$ cat src/rtl/rde_pkg.sv
// ============================================================================
// rde_pkg
// Shared types, codes and the control store of the radix digit emitter.
// ============================================================================
`default_nettype none

package rde_pkg;

   localparam int VALUE_WIDTH_DEFAULT = 64;

   localparam logic [6:0] ASCII_ZERO         = 7'd48;
   localparam logic [6:0] ASCII_UPPER_OFFSET = 7'd55;
   localparam logic [6:0] ASCII_LOWER_OFFSET = 7'd55 + (7'd97 - 7'd65);

   localparam logic [1:0] FMT_DEC       = 2'd0;
   localparam logic [1:0] FMT_OCT       = 2'd1;
   localparam logic [1:0] FMT_HEX_LOWER = 2'd2;
   localparam logic [1:0] FMT_HEX_UPPER = 2'd3;

   typedef enum logic [2:0] {
      OP_LOAD,
      OP_SHIFT,
      OP_SKIP,
      OP_EMIT,
      OP_NOP
   } op_type;

   typedef enum logic [2:0] {
      COND_ALWAYS,
      COND_NO_REQ,
      COND_BIT_MORE,
      COND_LEAD_ZERO,
      COND_EMIT_AGAIN
   } cond_type;

   typedef logic [2:0] step_type;

   localparam step_type STEP_IDLE  = 3'd0;
   localparam step_type STEP_SHIFT = 3'd1;
   localparam step_type STEP_SKIP  = 3'd2;
   localparam step_type STEP_EMIT  = 3'd3;
   localparam step_type STEP_DONE  = 3'd4;

   typedef struct packed {
      op_type   op;
      cond_type cond;
      step_type target;
   } ctrl_word_type;

   typedef struct packed {
      logic bit_more;
      logic lead_zero;
      logic emit_again;
   } status_type;

   // Control store. A step jumps to its target when its condition holds,
   // and otherwise falls through to the next step.
   function automatic ctrl_word_type microcode(input step_type step);
      ctrl_word_type w;
      unique case (step)
         STEP_IDLE:  w = '{op: OP_LOAD,  cond: COND_NO_REQ,     target: STEP_IDLE};
         STEP_SHIFT: w = '{op: OP_SHIFT, cond: COND_BIT_MORE,   target: STEP_SHIFT};
         STEP_SKIP:  w = '{op: OP_SKIP,  cond: COND_LEAD_ZERO,  target: STEP_SKIP};
         STEP_EMIT:  w = '{op: OP_EMIT,  cond: COND_EMIT_AGAIN, target: STEP_EMIT};
         STEP_DONE:  w = '{op: OP_NOP,   cond: COND_ALWAYS,     target: STEP_IDLE};
         default:    w = '{op: OP_NOP,   cond: COND_ALWAYS,     target: STEP_IDLE};
      endcase
      return w;
   endfunction

   // Half of the radix: a digit at or above it carries out when doubled.
   function automatic logic [3:0] radix_half(input logic [1:0] fmt);
      logic [3:0] h;
      unique case (fmt)
         FMT_DEC:       h = 4'd5;
         FMT_OCT:       h = 4'd4;
         FMT_HEX_LOWER: h = 4'd8;
         FMT_HEX_UPPER: h = 4'd8;
         default:       h = 4'd8;
      endcase
      return h;
   endfunction

   function automatic logic [6:0] digit_to_char(input logic [3:0] d, input logic [1:0] fmt);
      logic [6:0] base;
      if (d > 4'd9) begin
         base = (fmt == FMT_HEX_LOWER) ? ASCII_LOWER_OFFSET : ASCII_UPPER_OFFSET;
      end else begin
         base = ASCII_ZERO;
      end
      return base + {3'b000, d};
   endfunction

endpackage

`default_nettype wire

$ cat src/rtl/rde_sequencer.sv
// ============================================================================
// rde_sequencer
// Step counter, control store lookup and conditional jump logic.
// ============================================================================
`default_nettype none

module rde_sequencer (
   input  wire logic                   clock,
   input  wire logic                   reset,
   input  wire logic                   req_valid,
   input  wire rde_pkg::status_type    status,
   output rde_pkg::ctrl_word_type      ctrl
);

   rde_pkg::step_type upc_ff;
   rde_pkg::step_type upc_in;
   logic              take_jump;

   always_comb begin
      ctrl = rde_pkg::microcode(upc_ff);
      unique case (ctrl.cond)
         rde_pkg::COND_ALWAYS:     take_jump = 1'b1;
         rde_pkg::COND_NO_REQ:     take_jump = !req_valid;
         rde_pkg::COND_BIT_MORE:   take_jump = status.bit_more;
         rde_pkg::COND_LEAD_ZERO:  take_jump = status.lead_zero;
         rde_pkg::COND_EMIT_AGAIN: take_jump = status.emit_again;
         default:                  take_jump = 1'b1;
      endcase
      upc_in = take_jump ? ctrl.target : upc_ff + 3'd1;
   end

   always_ff @(posedge clock) begin
      if (reset) begin
         upc_ff <= rde_pkg::STEP_IDLE;
      end else begin
         upc_ff <= upc_in;
      end
   end

endmodule

`default_nettype wire

$ cat src/rtl/rde_datapath.sv
// ============================================================================
// rde_datapath
// Bit-serial radix converter, digit store and registered character output.
// ============================================================================
`default_nettype none

module rde_datapath #(
   parameter int VALUE_WIDTH = rde_pkg::VALUE_WIDTH_DEFAULT
) (
   input  wire logic                   clock,
   input  wire logic                   reset,
   input  wire rde_pkg::ctrl_word_type ctrl,
   input  wire logic                   req_valid,
   input  wire logic [VALUE_WIDTH-1:0] req_value,
   input  wire logic [1:0]             req_format_code,
   input  wire logic                   rsp_ready,
   output logic                        rsp_valid,
   output logic [6:0]                  rsp_digit_char,
   output logic                        rsp_last_char,
   output rde_pkg::status_type         status
);

   // Octal needs the most digits of all formats.
   localparam int NUM_DIGITS = (VALUE_WIDTH + 2) / 3;
   localparam int IDX_W      = $clog2(NUM_DIGITS);
   localparam int CNT_W      = $clog2(VALUE_WIDTH);

   logic [VALUE_WIDTH-1:0] value_ff, value_in;
   logic [1:0]             fmt_ff, fmt_in;
   logic [3:0]             digit_ff [NUM_DIGITS];
   logic [3:0]             digit_in [NUM_DIGITS];
   logic [CNT_W-1:0]       bitcnt_ff, bitcnt_in;
   logic [IDX_W-1:0]       idx_ff, idx_in;
   logic                   rsp_valid_ff, rsp_valid_in;
   logic [6:0]             rsp_char_ff, rsp_char_in;
   logic                   rsp_last_ff, rsp_last_in;

   logic                   carry [NUM_DIGITS];
   logic                   carry_in [NUM_DIGITS];
   logic [3:0]             half;
   logic [4:0]             radix;
   logic [4:0]             doubled [NUM_DIGITS];
   logic [4:0]             reduced [NUM_DIGITS];
   logic [3:0]             cur_digit;
   logic                   out_free;
   logic                   emit_load;

   always_comb begin
      half      = rde_pkg::radix_half(fmt_ff);
      radix     = {half, 1'b0};
      cur_digit = digit_ff[idx_ff];
      out_free  = !rsp_valid_ff || rsp_ready;

      // Doubling each digit and adding the incoming bit carries out exactly
      // when the digit is at least half the radix, so all digits update at once.
      for (int i = 0; i < NUM_DIGITS; i++) begin
         carry[i] = digit_ff[i] >= half;
      end
      for (int i = 0; i < NUM_DIGITS; i++) begin
         carry_in[i] = (i == 0) ? value_ff[VALUE_WIDTH-1] : carry[(i == 0) ? 0 : i - 1];
         doubled[i]  = {digit_ff[i], carry_in[i]};
         reduced[i]  = doubled[i] - (carry[i] ? radix : 5'd0);
      end

      status.bit_more   = bitcnt_ff != '0;
      status.lead_zero  = (cur_digit == 4'd0) && (idx_ff != '0);
      status.emit_again = !out_free || (idx_ff != '0);

      emit_load = (ctrl.op == rde_pkg::OP_EMIT) && out_free;

      value_in  = value_ff;
      fmt_in    = fmt_ff;
      digit_in  = digit_ff;
      bitcnt_in = bitcnt_ff;
      idx_in    = idx_ff;

      unique case (ctrl.op)
         rde_pkg::OP_LOAD: begin
            if (req_valid) begin
               value_in  = req_value;
               fmt_in    = req_format_code;
               bitcnt_in = CNT_W'(VALUE_WIDTH - 1);
               idx_in    = IDX_W'(NUM_DIGITS - 1);
               for (int i = 0; i < NUM_DIGITS; i++) begin
                  digit_in[i] = 4'd0;
               end
            end
         end
         rde_pkg::OP_SHIFT: begin
            value_in  = {value_ff[VALUE_WIDTH-2:0], 1'b0};
            bitcnt_in = bitcnt_ff - 1'b1;
            for (int i = 0; i < NUM_DIGITS; i++) begin
               digit_in[i] = reduced[i][3:0];
            end
         end
         rde_pkg::OP_SKIP: begin
            if (status.lead_zero) begin
               idx_in = idx_ff - 1'b1;
            end
         end
         rde_pkg::OP_EMIT: begin
            if (emit_load && (idx_ff != '0)) begin
               idx_in = idx_ff - 1'b1;
            end
         end
         rde_pkg::OP_NOP: begin
         end
         default: begin
         end
      endcase

      rsp_char_in = rsp_char_ff;
      rsp_last_in = rsp_last_ff;
      if (emit_load) begin
         rsp_valid_in = 1'b1;
         rsp_char_in  = rde_pkg::digit_to_char(cur_digit, fmt_ff);
         rsp_last_in  = idx_ff == '0;
      end else if (rsp_ready) begin
         rsp_valid_in = 1'b0;
      end else begin
         rsp_valid_in = rsp_valid_ff;
      end
   end

   always_ff @(posedge clock) begin
      if (reset) begin
         rsp_valid_ff <= 1'b0;
      end else begin
         rsp_valid_ff <= rsp_valid_in;
      end
   end

   always_ff @(posedge clock) begin
      value_ff    <= value_in;
      fmt_ff      <= fmt_in;
      digit_ff    <= digit_in;
      bitcnt_ff   <= bitcnt_in;
      idx_ff      <= idx_in;
      rsp_char_ff <= rsp_char_in;
      rsp_last_ff <= rsp_last_in;
   end

   assign rsp_valid      = rsp_valid_ff;
   assign rsp_digit_char = rsp_char_ff;
   assign rsp_last_char  = rsp_last_ff;

endmodule

`default_nettype wire

$ cat src/rtl/radix_digit_emitter.sv
// ============================================================================
// radix_digit_emitter
// Converts an unsigned value to ASCII digits in decimal, octal or hex,
// most significant digit first, without leading zeros.
// ============================================================================
//
//   channel  direction  ports                                   meaning
//   req      in         req_value, req_format_code              value to convert
//   rsp      out        rsp_digit_char, rsp_last_char           one character
//
// A transaction on req passes through the load, shift, skip, emit and done
// steps in that order: shift converts the value bit by bit, skip passes over
// leading zero digits to the first digit and emit sends the characters.
// Reset is synchronous and returns the step counter to its idle step. A
// stalled rsp holds the emit step; a new req is taken while the last
// character may still wait in the output register.
//
`default_nettype none

module radix_digit_emitter #(
   parameter int VALUE_WIDTH = rde_pkg::VALUE_WIDTH_DEFAULT
) (
   input  wire logic                   clock,
   input  wire logic                   reset,
   input  wire logic                   req_valid,
   output logic                        req_ready,
   input  wire logic [VALUE_WIDTH-1:0] req_value,
   input  wire logic [1:0]             req_format_code,
   output logic                        rsp_valid,
   input  wire logic                   rsp_ready,
   output logic [6:0]                  rsp_digit_char,
   output logic                        rsp_last_char
);

   rde_pkg::ctrl_word_type ctrl;
   rde_pkg::status_type    status;

   rde_sequencer u_sequencer (
      .clock     (clock),
      .reset     (reset),
      .req_valid (req_valid),
      .status    (status),
      .ctrl      (ctrl)
   );

   rde_datapath #(
      .VALUE_WIDTH (VALUE_WIDTH)
   ) u_datapath (
      .clock           (clock),
      .reset           (reset),
      .ctrl            (ctrl),
      .req_valid       (req_valid),
      .req_value       (req_value),
      .req_format_code (req_format_code),
      .rsp_ready       (rsp_ready),
      .rsp_valid       (rsp_valid),
      .rsp_digit_char  (rsp_digit_char),
      .rsp_last_char   (rsp_last_char),
      .status          (status)
   );

   assign req_ready = ctrl.op == rde_pkg::OP_LOAD;

   // An accepted transaction always starts the conversion loop.
   a_accept_leaves_idle: assert property (@(posedge clock) disable iff (reset)
      (req_valid && req_ready) |=> !req_ready)
      else $error("sequencer stayed idle after accepting a request");

   // A character only appears from the emit step.
   a_rsp_from_emit: assert property (@(posedge clock) disable iff (reset)
      $rose(rsp_valid) |-> $past(ctrl.op == rde_pkg::OP_EMIT))
      else $error("response raised outside the emit step");

   // Every emitted character lies in the ASCII range from '0' to 'f'.
   a_char_range: assert property (@(posedge clock) disable iff (reset)
      rsp_valid |-> ((rsp_digit_char >= 7'd48) && (rsp_digit_char <= 7'd102)))
      else $error("emitted character outside the digit range");

endmodule

`default_nettype wire

$ cat config.mk
export PLATFORM = sky130hd
export DESIGN_NAME = radix_digit_emitter
export DESIGN_NICKNAME = d
export VERILOG_FILES = /design/src/rtl/rde_pkg.sv /design/src/rtl/rde_sequencer.sv /design/src/rtl/rde_datapath.sv /design/src/rtl/radix_digit_emitter.sv
export SDC_FILE = /design/constraint.sdc
export NUM_CORES = 1
export LEC_CHECK = 0
export ABC_AREA = 1
export BUFFER_PORTS_ARGS = -buffer_cell sky130_fd_sc_hd__buf_4
export CAP_MARGIN = 10
export CORE_MARGIN = 8
export CORE_UTILIZATION = 61
export DETAILED_ROUTE_END_ITERATION = 12
export PLACE_DENSITY_LB_ADDON = 0.2
export RECOVER_POWER = 50
export SYNTH_ARGS = -nofsm -noshare
export SYNTH_HDL_FRONTEND = slang
export SYNTH_SLANG_ARGS = --single-unit
$ cat constraint.sdc
create_clock -name clock -period 12.5 [get_ports clock]
set_input_delay 2.5 -clock clock [delete_from_list [all_inputs] [get_ports clock]]
set_output_delay 2.5 -clock clock [all_outputs]
set_load 0.1 [all_outputs]
# ---- Word-level counts from Yosys, hierarchy flattened
# Index checks and enable logic that the tools add are counted.
dict set report word_totals {
  regBits 177
  inputBits 70
  output_inout_bits 10
}
dict set report op_classes {
  bitwise 1
  n_addsub 26
  order_cmp 24
  n_reduce_logical 22
  n_eq_ne 16
  muxes 44
}
# cell count
set ops {}
lappend ops {{$pmux 88 s2} 1}
lappend ops {{$pmux 64 s2} 1}
lappend ops {{$mux 4} 24}
lappend ops {{$ge 4x4->1} 22}
lappend ops {{$mux 88} 1}
lappend ops {{$sub 4x4->4} 22}
lappend ops {{$mux 64} 1}
lappend ops {{$pmux 9 s4} 1}
lappend ops {{$mux 7} 3}
lappend ops {{$bmux 4 s5} 1}
lappend ops {{$eq 3x2->1 const B} 6}
lappend ops {{$mux 5} 3}
lappend ops {{$pmux 5 s3} 1}
lappend ops {{$pmux 4 s3} 1}
lappend ops {{$pmux 6 s2} 1}
lappend ops {{$eq 3x1->1 const B} 3}
lappend ops {{$add 7x4->7} 1}
lappend ops {{$ge 6x6->1 const B} 1}
lappend ops {{$logic_not 3->1} 2}
lappend ops {{$mux 6} 1}
lappend ops {{$ne 2x2->1 const B} 3}
lappend ops {{$not 5->6} 1}
lappend ops {{$reduce_bool 6->1} 1}
lappend ops {{$sub 6x1->6 const B} 1}
lappend ops {{other kinds (21)} 30}

# ---- Logic depth before layout (Yosys ltp)
dict set report logic_depth {
  ltp_word 8
  mapped_depth 19
  mapped_depth_nobuf 17
}

# ---- Modules after synthesis
# A second synthesis with hierarchy kept.
dict set report hier_totals {
  cells_unflattened 1247
  hier_area_um2 11103.1
}
# module seq_area_each_um2 cells_per_inst area_per_inst_um2 instances
set modules_own_cells {}
lappend modules_own_cells {rde_datapath 5215.0 1191 10742.8 1}
lappend modules_own_cells {rde_sequencer 60.1 52 342.8 1}
lappend modules_own_cells {radix_digit_emitter 0.0 4 17.5 1}

# ---- Worst setup path before layout
# No wires, ideal clock.
dict set report synth_path {
  path_kind {input port to flip-flop}
  start {input port req_valid}
  end {register u_datapath.bitcnt_ff[0] (enable)}
  required_ns 11.989
  n_path_buf 0
  stages 4
  setup_slack_ns 6.002
  arrival_time_ns 5.987
  setup_time_ns 0.511
  path_cell_list {inv_1 -> nor3_1 -> nor2_1 -> inv_1}
}
dict set report synth_via {
  elab_chain_len 2
}
# element line_no
set synth_rtl {}
lappend synth_rtl {{start, declared} radix_digit_emitter.sv:25} ;# input wire logic req_valid,
lappend synth_rtl {{$ne 2x2->1 (no source line)} --}
lappend synth_rtl {{$reduce_and 2->1 (no source line)} --}
lappend synth_rtl {{end signal, assigned} rde_datapath.sv:137} ;# bitcnt_ff <= bitcnt_in;
lappend synth_rtl {{end, declared} rde_datapath.sv:32} ;# logic [CNT_W-1:0] bitcnt_ff, bitcnt_in;
# No other way between the ends.
# A chain may end at the register's enable or synchronous reset.

# ---- Worst setup path in the final report
dict set report layout_path {
  start {register u_sequencer.upc_ff[0]}
  end {register u_datapath.bitcnt_ff[3], data pin}
}
dict set report layout_via {
  elab_chain_len 4
  word_cells_on_any_way 8
}
# element line_no
set layout_rtl {}
lappend layout_rtl {{start, declared} rde_sequencer.sv:15} ;# rde_pkg::step_type upc_ff;
lappend layout_rtl {{start signal, assigned} rde_sequencer.sv:34} ;# upc_ff <= rde_pkg::STEP_IDLE;
lappend layout_rtl {{start signal, assigned} rde_sequencer.sv:36} ;# upc_ff <= upc_in;
lappend layout_rtl {{$eq 3x2->1, or another cell as far along} rde_pkg.sv:60} ;# unique case (step)
lappend layout_rtl {{$pmux 9 s4 *} rde_pkg.sv:60}
lappend layout_rtl {{$eq 3x1->1 / $logic_not 3->1 (equally long branches)} rde_datapath.sv:77} ;# unique case (ctrl.op)
lappend layout_rtl {{$pmux 6 s2 *} rde_datapath.sv:77}
# Every way passes the cells marked *; elsewhere a longest branch is shown, timed or not.

==> key figures <==
Status
  • Status: finished with violations
  • Violated checks: max-capacitance violations, max-slew violations

Cells and area
  • Nets: 1,494
  • Commonest non-fill, non-tap cell in the layout: nand2_1
  • Ant diodes: 0
  • Synth-to-layout area growth: 11.1%
  • Layout cells sized above 1: 9.97%
  • FILL cells: 1,487
  • Core Util, Final: 68.5%
  • Commonest non-fill, non-tap cells in the layout: nand2_1, edfxtp_1, inv_1, nor2_1, ha_1

Route
  • Avg Vias per Cell: 5.34
  • Via Count: 8,240
  • # DRC: 0
  • DRT Pass-1 Iters: 4
  • Starting DRT DRC Count: 575
  • DRT Wirelength: 22,600 µm
  • Wire per inst: 14.7 µm
  • Antenna violation net count after detailed routing: 0

Job
  • Max_cap viols: 2

Setup path
  • Critical path capture point type: register
  • Worst path buffer plus inverter count: 4
  • Critical Path AT: 7580 ps
  • Critical path, cell by cell: inv_1 > ha_1 > a21oi_1 > o21ai_0 > nor2_4 > clkbuf_1 > inv_4 > clkbuf_1 > a21oi_1 > o21ai_0
  • Slowest CP cell: clkbuf_1
  • Req. time, crit path: 12,670 ps
  • Top delay family on crit path: buffers and inverters
  • Max FO, Critical Path: 80
  • Critical Path Source Type: register
  • Critical path class: register to register
  • Max stage delay on crit path: 2480 ps

Die
  • Die Y: 150 µm
  • Die width: 150 µm
  • Top-Level Pins: 80
  • Die area: 0.0225 mm²
  • Initial Util: 61.6%
  • Core Area: 0.0178 mm²
  • Standard-cell rows: 49

Pwr
  • Maximum vdd ir drop: 0.159 mV
  • Sw Pwr: 1390 µW
  • Flop pwr share: 38.1%
  • Logic pwr share: 45.7%
  • Clock power share: 16.1%
  • Pleak: 0.00586 µW
  • Pwr/cell area: 264 mW/mm²
  • Internal: 1830 µW
  • Sw Ratio: 43.2%

Clock tree
  • CTS resizes: 0
  • Hold buffers post-CTS: 0
  • CTS Sinks: 177
  • TritonCTS clock tree: built
  • Worst skew pair latency: 430 ps
  • Clock Path Buffers: 2
  • # Post-CTS Setup Buffers: 0
  • Num CTS Buffers: 17
  • H-tree depth: 4
  • CTS root buf: clkbuf_16
  • Clock-pin slew on the worst setup and hold paths: 80 ps

Timing
  • Part of the cycle the worst path needs: 59.3%
  • Setup Skew: 7.39 ps
  • Final Setup Violations: 0
  • Actual slew at the worst max-slew pin: 3530 ps
  • RSZ-0062 raised after global routing: no
  • Max Fclk: 135 MHz
  • Fin crit period: 7420 ps
  • Final setup TNS: 0 ps
  • Worst Hold Slack: 522 ps
  • Final Hold Vio Count: 0
  • Max Slew Vio Count: 158
  • Worst slew margin: -135%

Yosys
  • Simple-gate area share of the yosys netlist: 22.0%
  • Seq/Total Area, Yosys: 48.1%
  • Synthesized area per cell: 8.84 µm²
  • Yosys warning count: 0
  • Compound-Gate Fraction of Synth Area: 5.49%
  • Adder-Cell Fraction of Synth Area: 14.1%
  • Synth Instances: 1,240
  • Largest family of logic cells by synthesized area: simple AND/OR/NAND/NOR gates
  • Syn nets: 1,433
  • Synth area leaders: edfxtp_1, ha_1, nand2_1
  • Mux cell area share after synthesis: 0%
  • Mapped Area: 0.0110 mm²
  • Synth top area share: 47.4%
  • Cell variety after synth: 39
  • Area leader, netlist: edfxtp_1
  • Post-Synth XOR/XNOR Area: 2.16%
  • Number of synthesized register bits: 177

GRT
  • Vias in the first global route: 8,260
  • Initial antenna violation count: 0
  • Total congestion overflow: 0
  • First-pass GRT wire length: 38,000 µm
  • Pin count of the biggest net entering global routing: 86
  • GRT Overall Usage: 21.0%

Placement
  • Gp weighted congestion: 0.826
  • Post-DP HPWL: 14,400 µm
  • Port buffer count: 79

Hold path
  • HP Class: register to register
-- final cells by class --
cell class | instances | area [µm²] | area share [%]
repair buffers | 86 | 604 | 4.96
well taps | 229 | 287 | 2.35
clock buffers | 18 | 429 | 3.53
inverters | 175 | 664 | 5.46
multi-input cells | 844 | 4780 | 39.3
flip-flops and latches | 177 | 5280 | 43.3
clock inverters | 14 | 135 | 1.11
-- cell usage after synthesis (all sizes together) --
| library cell | count |
|---|---|
| a21o | 5 |
| a21oi | 73 |
| a31oi | 1 |
| and2 | 1 |
| buf | 25 |
| clkbuf | 19 |
| clkinv | 1 |
| dfxtp | 4 |
| edfxtp | 173 |
| fa | 1 |
| ha | 122 |
| inv | 174 |
| nand2 | 344 |
| nand3 | 53 |
| nand3b | 1 |
| nand4 | 2 |
| nor2 | 138 |
| nor3 | 18 |
| nor3b | 13 |
| o211ai | 1 |
| o21ai | 30 |
| o22ai | 2 |
| o31ai | 2 |
| or2 | 10 |
| xnor2 | 3 |
| xor2 | 24 |
-- per-stage QoR --
step | cells | cell area [µm²] | setup slack (ps) | total power, µW
3_5_place_dp | 1511 | 11700 | 7350 | 2690
5_1_grt | 1543 | 12200 | 4230 | 3510
3_3_place_gp | 1511 | 11700 | 7440 | 2640
2_1_floorplan | 1240 | 11000 | 6000 | 2370
4_1_cts | 1543 | 12200 | 7810 | 3230
6_report | 1543 | 12200 | 5080 | 3220
-- path summary, 6_finish.rpt --
kind	startpoint	to	slack [ps]	cells past startpoint
max	u_sequencer.upc_ff[0]	u_datapath.bitcnt_ff[3]	5080	10
min	u_datapath.value_ff[54]	u_datapath.value_ff[55]	520	2
max reg2reg	u_sequencer.upc_ff[0]	u_datapath.bitcnt_ff[3]	5080	10
min reg2reg	u_datapath.value_ff[54]	u_datapath.value_ff[55]	520	2
-- power by group through the flow --
stage / Sequential (µW) / Clock (µW) / Combinational (µW)
finish: 1230 / 519 / 1470
global route: 1260 / 551 / 1700
CTS: 1230 / 527 / 1480
detailed placement: 1230 / 0 / 1460
global placement: 1220 / 0 / 1410
floorplan: 1240 / 0 / 1120
-- kinds of logic (layout without fill, tap and decap cells) --
kind of cell / after synthesis / in the layout
AO/OA/AOI/OAI: 114 / 114
XOR/XNOR: 27 / 27
adder cells (fa/ha/maj): 123 / 123
buffers and inverters: 219 / 293
flip-flops: 177 / 177
AND/OR/NAND/NOR: 580 / 580
-- registers in the layout (all words and copies together), names as in the netlist --
| name | cells |
|---|---|
| u_datapath.rsp_digit_char | 7 |
| u_datapath.rsp_valid | 1 |
| u_datapath.fmt_ff | 2 |
| u_sequencer.upc_ff | 3 |
| u_datapath.rsp_last_char | 1 |
| u_datapath.idx_ff | 5 |
| u_datapath.value_ff | 64 |
| u_datapath.digit_ff | 88 |
| u_datapath.bitcnt_ff | 6 |
-- tightest hold or removal path: stages, from the launching register on --
cell,delay [ps]
edfxtp_1,320
nand2_1,50
nand2_1,50
-- routing by layer --
metal  GRT usage (%)  wire length (µm)  vias up
met5               0                 0        -
met4            8.25               491        0
met3            3.75              1100       41
met2            34.5             10600      245
met1            27.0             10500     3797
li1                -                 -     4157
(Power assumes the default switching activity.)
